### src/rtl/dmg_pkg.sv
package dmg_pkg;

  // request and result items
  typedef struct packed {
    logic               chan;
    logic signed [15:0] sample_in;
    logic        [15:0] envelope;
  } in_item_t;

  typedef struct packed {
    logic signed [15:0] sample_out;
    logic               ticked;
  } out_item_t;

  // configuration register indexes
  localparam int unsigned CFG_IDX_W  = 3;
  localparam int unsigned CFG_DATA_W = 25;
  localparam logic [CFG_IDX_W-1:0] CFG_LEVEL_SCALE      = 3'd0;
  localparam logic [CFG_IDX_W-1:0] CFG_LEVEL_MAX        = 3'd1;
  localparam logic [CFG_IDX_W-1:0] CFG_LEVEL_RECIPROCAL = 3'd2;
  localparam logic [CFG_IDX_W-1:0] CFG_GATE_THRESHOLD   = 3'd3;
  localparam logic [CFG_IDX_W-1:0] CFG_PHASE_INCREMENT  = 3'd4;

  typedef struct packed {
    logic [15:0] level_scale;
    logic [8:0]  level_max;
    logic [15:0] level_reciprocal;
    logic [15:0] gate_threshold;
    logic [24:0] phase_increment;
  } cfg_t;

  localparam cfg_t CFG_RESET = '{
    level_scale:      16'd16256,
    level_max:        9'd127,
    level_reciprocal: 16'd1032,
    gate_threshold:   16'd33,
    phase_increment:  25'd1048576
  };

  // datapath widths and constants
  localparam int unsigned PHASE_W = 26;
  localparam int unsigned LEVEL_W = 10;
  localparam int unsigned OPND_W  = 18;
  localparam int unsigned PROD_W  = 36;
  localparam logic [PHASE_W-1:0]        PHASE_ONE   = 26'h100_0000;
  localparam logic signed [LEVEL_W-1:0] LEVEL_RESET = 10'sd63;
  localparam logic signed [OPND_W-1:0]  GAIN_ONE    = 18'sh1_0000;

  // microcode
  typedef enum logic [3:0] {
    MUL_NONE,
    MUL_S_SCALE,
    MUL_LVL_RECIP,
    MUL_ENV_SCALE,
    MUL_BASE_SQ,
    MUL_RND_SQ,
    MUL_RND_X16,
    MUL_RND_X2,
    MUL_HELD_RND,
    MUL_HELD_ONE
  } mul_e;

  typedef enum logic [2:0] {
    WB_NONE,
    WB_PHASE,
    WB_LEVEL,
    WB_HELD,
    WB_X2,
    WB_X16
  } wb_e;

  typedef enum logic [2:0] {
    BR_NONE,
    BR_ALWAYS,
    BR_NO_TICK,
    BR_ENV_ABOVE,
    BR_BASE_FULL
  } br_e;

  localparam int unsigned STEP_W = 4;
  typedef logic [STEP_W-1:0] step_t;

  localparam step_t STEP_IDLE     = 4'd0;
  localparam step_t STEP_FIRST    = 4'd1;
  localparam step_t STEP_GATE     = 4'd5;
  localparam step_t STEP_GAIN_ONE = 4'd14;
  localparam step_t STEP_RESULT   = 4'd15;

  typedef struct packed {
    mul_e  mul;
    wb_e   wb;
    br_e   br;
    step_t target;
    logic  last;
  } ctrl_t;

  typedef struct packed {
    logic tick;
    logic env_above;
    logic base_full;
  } dp_stat_t;

  function automatic ctrl_t ucode(step_t step);
    ctrl_t w;
    w = '{mul: MUL_NONE, wb: WB_NONE, br: BR_NONE, target: STEP_IDLE, last: 1'b0};
    case (step)
      // modulator clock and quantizer
      4'd1:  w = '{mul: MUL_S_SCALE, wb: WB_PHASE, br: BR_NO_TICK, target: STEP_GATE,
                   last: 1'b0};
      4'd2:  w.wb  = WB_LEVEL;
      4'd3:  w.mul = MUL_LVL_RECIP;
      4'd4:  w.wb  = WB_HELD;
      // gate gain, 50th power by squaring
      4'd5:  w = '{mul: MUL_ENV_SCALE, wb: WB_NONE, br: BR_ENV_ABOVE,
                   target: STEP_GAIN_ONE, last: 1'b0};
      4'd6:  w = '{mul: MUL_BASE_SQ, wb: WB_NONE, br: BR_BASE_FULL,
                   target: STEP_GAIN_ONE, last: 1'b0};
      4'd7:  begin
        w.mul = MUL_RND_SQ;
        w.wb  = WB_X2;
      end
      4'd8:  w.mul = MUL_RND_SQ;
      4'd9:  w.mul = MUL_RND_SQ;
      4'd10: begin
        w.mul = MUL_RND_SQ;
        w.wb  = WB_X16;
      end
      4'd11: w.mul = MUL_RND_X16;
      4'd12: w.mul = MUL_RND_X2;
      4'd13: w = '{mul: MUL_HELD_RND, wb: WB_NONE, br: BR_ALWAYS, target: STEP_RESULT,
                   last: 1'b0};
      4'd14: w.mul = MUL_HELD_ONE;
      4'd15: w.last = 1'b1;
      default: ;
    endcase
    return w;
  endfunction

endpackage

### src/rtl/delta_modulator_with_gate.sv
// a request runs the clock step, the quantizer steps when the clock ticks, and the gate gain;
// the gain runs the full squaring chain for the 50th power unless the envelope or the base gates it to one
// one request at a time: a new request stalls until the result is loaded, as the single shared 18x18
// multiplier is stepped by a 16-word control program
// reset: asynchronous, active low; configuration registers return to their defaults, every channel
// to level 63, held sample 0 and phase 1.0
module delta_modulator_with_gate
  import dmg_pkg::*;
#(
  parameter int unsigned CHANNELS = 2
) (
  input  logic                  clk_i,
  input  logic                  rst_ni,
  input  logic                  cfg_we_i,
  input  logic [CFG_IDX_W-1:0]  cfg_idx_i,
  input  logic [CFG_DATA_W-1:0] cfg_data_i,
  input  logic                  in_valid_i,
  output logic                  in_stall_o,
  input  in_item_t              in_data_i,
  output logic                  out_valid_o,
  input  logic                  out_stall_i,
  output out_item_t             out_data_o
);

  cfg_t      cfg_q;
  ctrl_t     ctrl;
  dp_stat_t  stat;
  out_item_t res;
  out_item_t out_data_q;
  logic      out_valid_q;
  logic      busy;
  logic      in_accept;
  logic      out_busy;
  logic      out_load;

  always_ff @(posedge clk_i or negedge rst_ni) begin
    if (!rst_ni) begin
      cfg_q <= CFG_RESET;
    end else if (cfg_we_i) begin
      case (cfg_idx_i)
        CFG_LEVEL_SCALE:      cfg_q.level_scale      <= cfg_data_i[15:0];
        CFG_LEVEL_MAX:        cfg_q.level_max        <= cfg_data_i[8:0];
        CFG_LEVEL_RECIPROCAL: cfg_q.level_reciprocal <= cfg_data_i[15:0];
        CFG_GATE_THRESHOLD:   cfg_q.gate_threshold   <= cfg_data_i[15:0];
        CFG_PHASE_INCREMENT:  cfg_q.phase_increment  <= cfg_data_i;
        default: ;
      endcase
    end
  end

  assign in_accept = in_valid_i && !busy;
  assign out_busy  = out_valid_q && out_stall_i;
  assign out_load  = ctrl.last && !out_busy;

  dmg_seq u_seq (
    .clk_i      (clk_i),
    .rst_ni     (rst_ni),
    .start_i    (in_accept),
    .out_busy_i (out_busy),
    .stat_i     (stat),
    .ctrl_o     (ctrl),
    .busy_o     (busy)
  );

  dmg_datapath #(
    .CHANNELS (CHANNELS)
  ) u_datapath (
    .clk_i       (clk_i),
    .rst_ni      (rst_ni),
    .cfg_i       (cfg_q),
    .in_accept_i (in_accept),
    .in_data_i   (in_data_i),
    .ctrl_i      (ctrl),
    .stat_o      (stat),
    .res_o       (res)
  );

  // output register parts the result from the next request
  always_ff @(posedge clk_i or negedge rst_ni) begin
    if (!rst_ni) begin
      out_valid_q <= 1'b0;
    end else if (out_load) begin
      out_valid_q <= 1'b1;
    end else if (!out_stall_i) begin
      out_valid_q <= 1'b0;
    end
  end

  always_ff @(posedge clk_i) begin
    if (out_load) begin
      out_data_q <= res;
    end
  end

  assign in_stall_o  = busy;
  assign out_valid_o = out_valid_q;
  assign out_data_o  = out_data_q;

  a_accept_busy: assert property (@(posedge clk_i) disable iff (!rst_ni)
    in_valid_i && !in_stall_o |=> in_stall_o)
    else $error("sequencer did not start on an accepted request");

  a_busy_from_request: assert property (@(posedge clk_i) disable iff (!rst_ni)
    $rose(in_stall_o) |-> $past(in_valid_i))
    else $error("sequencer started without a request");

  a_result_from_work: assert property (@(posedge clk_i) disable iff (!rst_ni)
    $rose(out_valid_o) |-> $past(in_stall_o))
    else $error("result appeared without a request in progress");

endmodule

### src/rtl/dmg_seq.sv
module dmg_seq
  import dmg_pkg::*;
(
  input  logic     clk_i,
  input  logic     rst_ni,
  input  logic     start_i,
  input  logic     out_busy_i,
  input  dp_stat_t stat_i,
  output ctrl_t    ctrl_o,
  output logic     busy_o
);

  step_t step_q, step_d;
  ctrl_t ctrl;
  logic  taken;

  always_comb begin
    ctrl = ucode(step_q);
    case (ctrl.br)
      BR_NONE:      taken = 1'b0;
      BR_ALWAYS:    taken = 1'b1;
      BR_NO_TICK:   taken = !stat_i.tick;
      BR_ENV_ABOVE: taken = stat_i.env_above;
      BR_BASE_FULL: taken = stat_i.base_full;
      default:      taken = 1'b0;
    endcase
  end

  always_comb begin
    if (step_q == STEP_IDLE) begin
      step_d = start_i ? STEP_FIRST : STEP_IDLE;
    end else if (ctrl.last) begin
      // hold the last step until the output register is free
      step_d = out_busy_i ? step_q : STEP_IDLE;
    end else if (taken) begin
      step_d = ctrl.target;
    end else begin
      step_d = step_q + step_t'(1);
    end
  end

  always_ff @(posedge clk_i or negedge rst_ni) begin
    if (!rst_ni) begin
      step_q <= STEP_IDLE;
    end else begin
      step_q <= step_d;
    end
  end

  assign ctrl_o = ctrl;
  assign busy_o = (step_q != STEP_IDLE);

endmodule

### src/rtl/dmg_datapath.sv
module dmg_datapath
  import dmg_pkg::*;
#(
  parameter int unsigned CHANNELS = 2
) (
  input  logic      clk_i,
  input  logic      rst_ni,
  input  cfg_t      cfg_i,
  input  logic      in_accept_i,
  input  in_item_t  in_data_i,
  input  ctrl_t     ctrl_i,
  output dp_stat_t  stat_o,
  output out_item_t res_o
);

  localparam int unsigned CH_W = (CHANNELS > 1) ? $clog2(CHANNELS) : 1;

  function automatic logic signed [15:0] sat16(logic signed [PROD_W-1:0] v);
    if (v > PROD_W'(32767)) return 16'sh7fff;
    if (v < -PROD_W'(32768)) return 16'sh8000;
    return v[15:0];
  endfunction

  // per-channel state
  logic signed [LEVEL_W-1:0] level_q [CHANNELS];
  logic signed [15:0]        held_q  [CHANNELS];
  logic        [PHASE_W-1:0] phase_q [CHANNELS];

  // working registers
  logic [CH_W-1:0]           ch_q;
  logic signed [15:0]        s_q;
  logic [15:0]               env_q;
  logic                      tick_q;
  logic signed [PROD_W-1:0]  prod_q, prod_d;
  logic [16:0]               x2_q, x16_q;

  logic [CH_W-1:0]           ch_d;
  logic signed [LEVEL_W-1:0] lvl_cur, lvl_new;
  logic signed [15:0]        held_cur;
  logic [PHASE_W-1:0]        ph_cur, ph_base, ph_new;
  logic [PHASE_W:0]          ph_sum;
  logic                      tick;
  logic signed [OPND_W-1:0]  opa, opb;
  logic [PROD_W-1:0]         rnd_sum, base_sum;
  logic [16:0]               rnd_val;
  logic [25:0]               base_val;
  logic signed [PROD_W-1:0]  xq, xc, hi, t1, rs;
  logic [PROD_W-1:0]         tgt_sum;
  logic [LEVEL_W-1:0]        target;

  always_comb begin
    ch_d     = (CHANNELS > 1) ? CH_W'(in_data_i.chan) : '0;
    lvl_cur  = level_q[ch_q];
    held_cur = held_q[ch_q];
    ph_cur   = phase_q[ch_q];

    // modulator clock
    tick    = (ph_cur >= PHASE_ONE);
    ph_base = tick ? ph_cur - PHASE_ONE : ph_cur;
    ph_sum  = {1'b0, ph_base} + {2'b00, cfg_i.phase_increment};
    ph_new  = ph_sum[PHASE_W] ? '1 : ph_sum[PHASE_W-1:0];

    // rounding taps off the product register
    rnd_sum  = prod_q + PROD_W'(32768);
    rnd_val  = rnd_sum[32:16];
    base_sum = prod_q + PROD_W'(64);
    base_val = base_sum[32:7];

    // quantizer: clamp then round half up
    xq = prod_q + $signed({5'b0, cfg_i.level_scale, 15'b0});
    hi = $signed({4'b0, cfg_i.level_max, 23'b0});
    if (xq < 0) begin
      xc = '0;
    end else if (xq > hi) begin
      xc = hi;
    end else begin
      xc = xq;
    end
    tgt_sum = xc + PROD_W'(32'h40_0000);
    target  = tgt_sum[32:23];
    if ($signed({1'b0, target}) > $signed({lvl_cur[LEVEL_W-1], lvl_cur})) begin
      lvl_new = lvl_cur + LEVEL_W'(1);
    end else begin
      lvl_new = lvl_cur - LEVEL_W'(1);
    end

    // held sample: floor((level*reciprocal - 65536 + 1) / 2)
    t1 = prod_q - PROD_W'(65535);
    // output: floor((held*gain + 32768) / 65536)
    rs = prod_q + PROD_W'(32768);
  end

  // operand select for the shared multiplier
  always_comb begin
    case (ctrl_i.mul)
      MUL_S_SCALE: begin
        opa = {{2{s_q[15]}}, s_q};
        opb = {2'b00, cfg_i.level_scale};
      end
      MUL_LVL_RECIP: begin
        opa = {{(OPND_W-LEVEL_W){lvl_cur[LEVEL_W-1]}}, lvl_cur};
        opb = {2'b00, cfg_i.level_reciprocal};
      end
      MUL_ENV_SCALE: begin
        opa = {2'b00, env_q};
        opb = {2'b00, cfg_i.level_scale};
      end
      MUL_BASE_SQ: begin
        opa = {2'b00, base_val[15:0]};
        opb = {2'b00, base_val[15:0]};
      end
      MUL_RND_SQ: begin
        opa = {1'b0, rnd_val};
        opb = {1'b0, rnd_val};
      end
      MUL_RND_X16: begin
        opa = {1'b0, rnd_val};
        opb = {1'b0, x16_q};
      end
      MUL_RND_X2: begin
        opa = {1'b0, rnd_val};
        opb = {1'b0, x2_q};
      end
      MUL_HELD_RND: begin
        opa = {{2{held_cur[15]}}, held_cur};
        opb = {1'b0, rnd_val};
      end
      MUL_HELD_ONE: begin
        opa = {{2{held_cur[15]}}, held_cur};
        opb = GAIN_ONE;
      end
      default: begin
        opa = '0;
        opb = '0;
      end
    endcase
    prod_d = opa * opb;
  end

  // request latch and scratch registers
  always_ff @(posedge clk_i) begin
    if (in_accept_i) begin
      ch_q  <= ch_d;
      s_q   <= in_data_i.sample_in;
      env_q <= in_data_i.envelope;
    end
    if (ctrl_i.mul != MUL_NONE) begin
      prod_q <= prod_d;
    end
    if (ctrl_i.wb == WB_PHASE) begin
      tick_q <= tick;
    end
    if (ctrl_i.wb == WB_X2) begin
      x2_q <= rnd_val;
    end
    if (ctrl_i.wb == WB_X16) begin
      x16_q <= rnd_val;
    end
  end

  always_ff @(posedge clk_i or negedge rst_ni) begin
    if (!rst_ni) begin
      for (int i = 0; i < CHANNELS; i++) begin
        level_q[i] <= LEVEL_RESET;
        held_q[i]  <= '0;
        phase_q[i] <= PHASE_ONE;
      end
    end else begin
      case (ctrl_i.wb)
        WB_PHASE: phase_q[ch_q] <= ph_new;
        WB_LEVEL: level_q[ch_q] <= lvl_new;
        WB_HELD:  held_q[ch_q]  <= sat16(t1 >>> 1);
        default: ;
      endcase
    end
  end

  assign stat_o.tick      = tick;
  assign stat_o.env_above = (env_q > cfg_i.gate_threshold);
  assign stat_o.base_full = |base_val[25:16];

  assign res_o.sample_out = sat16(rs >>> 16);
  assign res_o.ticked     = tick_q;

endmodule
### config.mk
export PLATFORM = sky130hd
export DESIGN_NAME = delta_modulator_with_gate
export DESIGN_NICKNAME = d
export VERILOG_FILES = /design/src/rtl/dmg_pkg.sv /design/src/rtl/delta_modulator_with_gate.sv /design/src/rtl/dmg_seq.sv /design/src/rtl/dmg_datapath.sv
export SDC_FILE = /design/constraint.sdc
export NUM_CORES = 2
export LEC_CHECK = 0
export BUFFER_PORTS_ARGS = -buffer_cell sky130_fd_sc_hd__clkbuf_2
export CELL_PAD_IN_SITES_DETAIL_PLACEMENT = 1
export CELL_PAD_IN_SITES_GLOBAL_PLACEMENT = 1
export CORE_MARGIN = 3
export CORE_UTILIZATION = 55
export DETAILED_ROUTE_END_ITERATION = 10
export GPL_TIMING_DRIVEN = 0
export PLACE_DENSITY = 0.94
export SYNTH_ARGS = -nofsm -noshare
export SYNTH_HDL_FRONTEND = slang
export SYNTH_SLANG_ARGS = --single-unit
### constraint.sdc
create_clock -name clk_i -period 25.5 [get_ports clk_i]
set_input_delay 5.1 -clock clk_i [delete_from_list [all_inputs] [get_ports clk_i]]
set_output_delay 5.1 -clock clk_i [all_outputs]
set_load 0.03 [all_outputs]
# Word-level counts from Yosys, hierarchy flattened

Index checks and enable logic that the tools add are counted.
Widths: inputs -> output; s select.

Add/subtract/negate cells: 10
Eq/ne operators: 39
Multiply operators: 1
Reductions and logical operators: 22
Bitwise operators: 1
Multiplexer cells: 54
Magnitude comparators: 11

Operators by type and width:

| cell                   | count |
|---|---|
| $mux 16                | 13 |
| $mux 26                | 6 |
| $pmux 17 s7            | 1 |
| $pmux 18 s6            | 1 |
| $mux 33                | 2 |
| $bwmux 52              | 1 |
| $mux 10                | 5 |
| $eq 4x4->1 const B     | 10 |
| $add 36x17->36 const B | 1 |
| $add 36x32->36         | 1 |
| $gt 36x33->1           | 1 |
| $lt 36x1->1 const B    | 1 |
| $mul 18x18->36         | 1 |
| $pmux 4 s9             | 1 |
| $sub 36x17->36 const B | 1 |
| $gt 35x16->1 const B   | 1 |
| $lt 35x16->1 const B   | 1 |
| $add 33x23->33 const B | 1 |
| $add 33x8->33 const B  | 1 |
| $bwmux 32              | 1 |
| $eq 4x3->1 const B     | 8 |
| $pmux 7 s4             | 1 |
| $add 26x25->27         | 1 |
| $demux 26 s1           | 1 |
| other kinds (36)       | 76 |

Output and inout port bits: 19
Bits in registers: 312
Input bits: 66

# Longest topological paths before layout

Word-level depth: 10
Depth in mapped cells: 43
Depth with buffers taken out: 42

# Hierarchy

A second synthesis with hierarchy kept.

Cells, all modules: 3134
Area, all modules: 30415.4 um2

By module, submodules not included:

| module                    | instances | cells each | sequential area each (um2) | area an instance (um2) |
|---|---|---|---|---|
| dmg_datapath              | 1         | 2855       | 5743.0                     | 26122.6 |
| delta_modulator_with_gate | 1         | 199        | 2611.3                     | 3749.8 |
| dmg_seq                   | 1         | 80         | 100.1                      | 543.0 |

# Least setup slack after synthesis

Ideal clock, no wire load.

Path kind: register to register
Start point: register u_datapath.prod_q[15]
End point: register u_datapath.level_q[18] in the netlist's numbering
Required time: 25375 ps
Clock period less this slack: 8613 ps
Path slack: 16887 ps
Arrival time: 8489 ps
Path buffers: 2
Stages on the path, launching flop included: 43
Cells stage by stage: edfxtp_1 > ha_1 > fa_1 > a211oi_1 > o21ai_1 > a211oi_1 > o31ai_1 > a31oi_1 > o2bb2ai_1 > xnor2_1 > ha_1 > nand4_1 > a31oi_1 > o311a_1 > nand4_1 > a2111oi_0 > o21ai_0 > nor4b_1 > [... 7 more ...] > nor2b_1 > o21a_1 > o21a_1 > o21ai_0 > nand2b_1 > a21oi_1 > o21ai_0 > o31a_1 > a21oi_1 > ha_1 > a21o_1 > a21oi_1 > o21bai_1 > a21oi_1 > o21bai_1 > a21oi_1 > xnor2_1 > mux2_2

Cells in the longest elaborated chain, start to end: 8
Elaborated cells on any way between the ends: 9
Those cells by class: add/sub: 2; order compare: 3; mux: 4

Ends and longest elaborated chain:

| element                         | RTL line            | source |
|---|---|---|
| from (decl)                     | dmg_datapath.sv:34  | `logic signed [PROD_W-1:0] prod_q, prod_d;` |
| from (signal assigned)          | dmg_datapath.sv:148 | `prod_q <= prod_d;` |
| $add 36x32->36 *                | dmg_datapath.sv:70  | `xq = prod_q + $signed({5'b0, cfg_i.level_scale, 15'b0});` |
| $gt 36x33->1                    | dmg_datapath.sv:74  | `end else if (xq > hi) begin` |
| $mux 33                         | dmg_datapath.sv:74  |  |
| $mux 33 *                       | dmg_datapath.sv:72  | `if (xq < 0) begin` |
| $add 33x23->33 *                | dmg_datapath.sv:79  | `tgt_sum = xc + PROD_W'(32'h40_0000);` |
| $gt 11x10->1 *                  | dmg_datapath.sv:81  | `if ($signed({1'b0, target}) > $signed({lvl_cur[LEVEL_W-1], lvl_cur})) begin` |
| $mux 10 *                       | dmg_datapath.sv:81  |  |
| $bwmux 20 *                     | dmg_datapath.sv:171 | `WB_LEVEL: level_q[ch_q] <= lvl_new;` |
| to (signal, indexed assignment) | dmg_datapath.sv:171 |  |
| to (decl)                       | dmg_datapath.sv:25  | `logic signed [LEVEL_W-1:0] level_q [CHANNELS];` |

Mark *: on every way between the ends. The rest lies on a longest branch, timed or not.
A chain may end at the register's enable or synchronous reset.

# Final worst setup path

Start point: register u_datapath.prod_q[15]
End point: register u_datapath.level_q[19] in the netlist's numbering

The elaborated chain is that of the path after synthesis.

==> key figures <==
CTS
  – Postcts setup bufs: 0
  – CTS Sinks: 312
  – H-Tree Depth: 2
  – CTS tree: done
  – Worst-skew pair later-pin latency: between 0.5 and 0.6 ns
  – Clock buffer depth: 3
  – CTS Buf Count: 36
  – Post-CTS Resized: 0
  – CTS Hold Bufs: 0
  – Clock Pin Slew Worst Setup and Hold Paths: 0.06 ns
  – Clock Tree Root: clkbuf_16

Setup path
  – CP endpoint kind: flop
  – Crit path max-delay cell type: nor4b_1
  – Biggest cell delay along the critical path: 0.92 ns
  – Critical Path RT: 25.93 ns
  – WS Path Type: reg -> reg
  – CP arrival: between 10 and 15 ns
  – Crit start category: flop
  – Crit-path max FO: 10
  – Worst path bufs/invs: 4
  – CP top delay family: compound AO/OA/AOI/OAI gates

Synth
  – Cell variety after synth: 85
  – Largest cells by area after synthesis: fa_1 21%, dfrtp_1 13%, edfxtp_1 12%
  – Synth Warn #: 0
  – Share of the synthesized area in the top cell type: 21.2%
  – Post-Syn Area: approximately 0.030 sq mm
  – FF+latch count, synth: 312
  – Post-synth EDFFs: roughly 120
  – Post-synth top area cell: fa_1
  – Asr flop ratio synth: 61.2%
  – Gate Count Post-Synth: 3103
  – Ys flop type: dfrtp_1
  – Syn Nets: 3671
  – Sequential cell area fraction in the yosys report: 28.5%
  – Syn_area_per_cell: 9.56 sq um

Route
  – Routed len/inst: ~29 microns
  – Final antenna-violating net count: 0
  – Total wire length: 113000 microns
  – First DRT Iteration DRCs: about 3000
  – DRC Markers: 0
  – Vias: 25800
  – Vias per inst: 6.53
  – Drt first pass iters: 5

Outcome
  – Status: finished, final reports clean

Placed design
  – Final HPWL DP: 87900 microns
  – Gpl congestion: 0.980
  – DP Worst Slack: 13.74 ns
  – Port Buf Inserts: 84

STA
  – Tmin final: 12.62 ns
  – Clk_skew: between 0.03 and 0.04 ns
  – Setup ws final: 12.88 ns
  – Hold Fails Final Rpt: 0
  – TNS Setup: 0 ns
  – RSZ-0062 raised after global routing: false
  – Slew HR: 5.79%
  – Slew Viols, Final: 0
  – FMAX: 79.2 MHz
  – Worst Tran Pin Value: roughly 1.4 ns
  – Final setup vio count: 0
  – Tcrit/Tclk final: 49.5%

Global route
  – Largest net degree at the start of global routing: 113
  – Vias in the first global route: 28900
  – GRT Total Usage: 40.0%
  – Global-route wire length before repair: 172000 microns
  – Global route overflow: 0
  – Initial antenna violation count: 5

Floorplan
  – Core area: approximately 0.053 sq mm
  – Die height: roughly 240 microns
  – # rows: 84
  – I/O pin total: 85
  – Die area: 0.0568 sq mm
  – Die W: 238 microns
  – Initial Utilization: 56.0%

Cells and area
  – Share of cells above drive strength 1: between 10% and 20%
  – Synthesis-to-finish area growth: 9.61%
  – Nets: ~3800

Hold path
  – Hold Crit Class: reg -> reg

Job
  – Max cap viols: 0
-- area by class of cell --
type | count | area (sq um)
fill | 6034 | 20500
multi-input combinational | 2192 | 19000
sequential | 312 | 8450
inverter | 468 | 1760
clock buffer | 50 | 1080
tap | 688 | 861
timing repair buffer | 93 | 556
buffer | 131 | 523
clock inverter | 16 | 290
antenna | 1 | 2.50
-- placed cells by master (no fill, tap or decap), types with 12 or more instances in the layout --
cell	n
a211oi_1	16
a21o_1	53
a21oi_1	124
a222oi_1	15
a31oi_1	54
and2_1	23
and3_1	23
buf_2	12
clkbuf_1	120
clkbuf_16	40
clkbuf_2	83
dfrtp_1	158
dfstp_2	33
edfxtp_1	121
fa_1	314
ha_1	188
inv_1	467
mux2_2	120
mux2i_1	29
nand2_1	316
nand2b_1	17
nand3_1	60
nand4_1	31
nor2_1	288
nor2b_1	18
nor3_1	33
o211ai_1	39
o21a_1	15
o21ai_0	78
or3_1	15
xnor2_1	89
xor2_1	57
-- synthesized netlist by cell type, types with 54 or more instances --
| cell | n |
|---|---|
| xor2_1 | 57 |
| ha_1 | 188 |
| dfrtp_1 | 158 |
| nand2_1 | 316 |
| nand3_1 | 60 |
| edfxtp_1 | 121 |
| a21oi_1 | 125 |
| clkbuf_1 | 114 |
| nor2_1 | 288 |
| fa_1 | 314 |
| xnor2_1 | 89 |
| mux2_2 | 120 |
| o21ai_0 | 79 |
| a31oi_1 | 54 |
| inv_1 | 467 |
-- registers in the layout, summed over array words and instances, names as in the netlist --
register / flops
u_datapath.held_q: 32
u_datapath.prod_q: 36
cfg_q: 82
out_data_o: 17
out_valid_o: 1
u_datapath.level_q: 20
u_datapath.tick_q: 1
u_datapath.env_q: 16
u_datapath.ch_q: 1
u_datapath.x16_q: 17
u_datapath.x2_q: 17
u_seq.step_q: 4
u_datapath.phase_q: 52
u_datapath.s_q: 16
-- stage by stage --
step | hold WS [ns] | cell area [sq um] | utilization, % | cells
2_1_floorplan | 0.400 | 29700 | - | 3103
3_3_place_gp | 0.401 | 30900 | 58.4 | 3875
5_1_grt | 0.457 | 32500 | 61.4 | 3950
3_5_place_dp | 0.438 | 31100 | 58.8 | 3883
4_1_cts | 0.449 | 32500 | 61.4 | 3949
6_report | 0.446 | 32500 | 61.4 | 3951
-- path summary, 6_finish.rpt --
kind	from	to	slack, ns	cells past startpoint
min reg2reg	u_datapath.tick_q	out_data_o[0]	0.45	0
max	u_datapath.prod_q[15]	u_datapath.level_q[19]	12.88	42
max in group asynchronous	rst_ni	cfg_q[30]	19.88	2
max reg2reg	u_datapath.prod_q[15]	u_datapath.level_q[19]	12.88	42
min	u_datapath.tick_q	out_data_o[0]	0.45	0
min in group asynchronous	rst_ni	cfg_q[23]	4.65	1
-- logic make-up (layout without fill, tap and decap cells) --
kind of cell | after synthesis | count (layout) | synth area share [%]
muxes | 149 | 149 | 5.53
and+or+nand+nor | 890 | 890 | 13.5
buffers and inverters | 599 | 758 | 7.68
adders and majority gates | 502 | 502 | 29.1
DFF | 312 | 312 | 28.5
AOI/OAI and AO/OA | 505 | 505 | 11.3
other | 0 | 1 | 0
xor gates and xnor gates | 146 | 146 | 4.31
-- per-layer routing --
metal / up-vias / track usage [%] / share of wire [%]
met5: - / 0 / 0.052
met4: 8 / 26.7 / 8.3
met3: 535 / 9.27 / 9.1
met2: 1552 / 66.9 / 47
met1: 13100 / 46.2 / 35
li1: 10600 / - / -
Power is left out: the tool's default activity adds up to more than one toggle a clock period on the data nets, which glitch-free logic cannot reach.
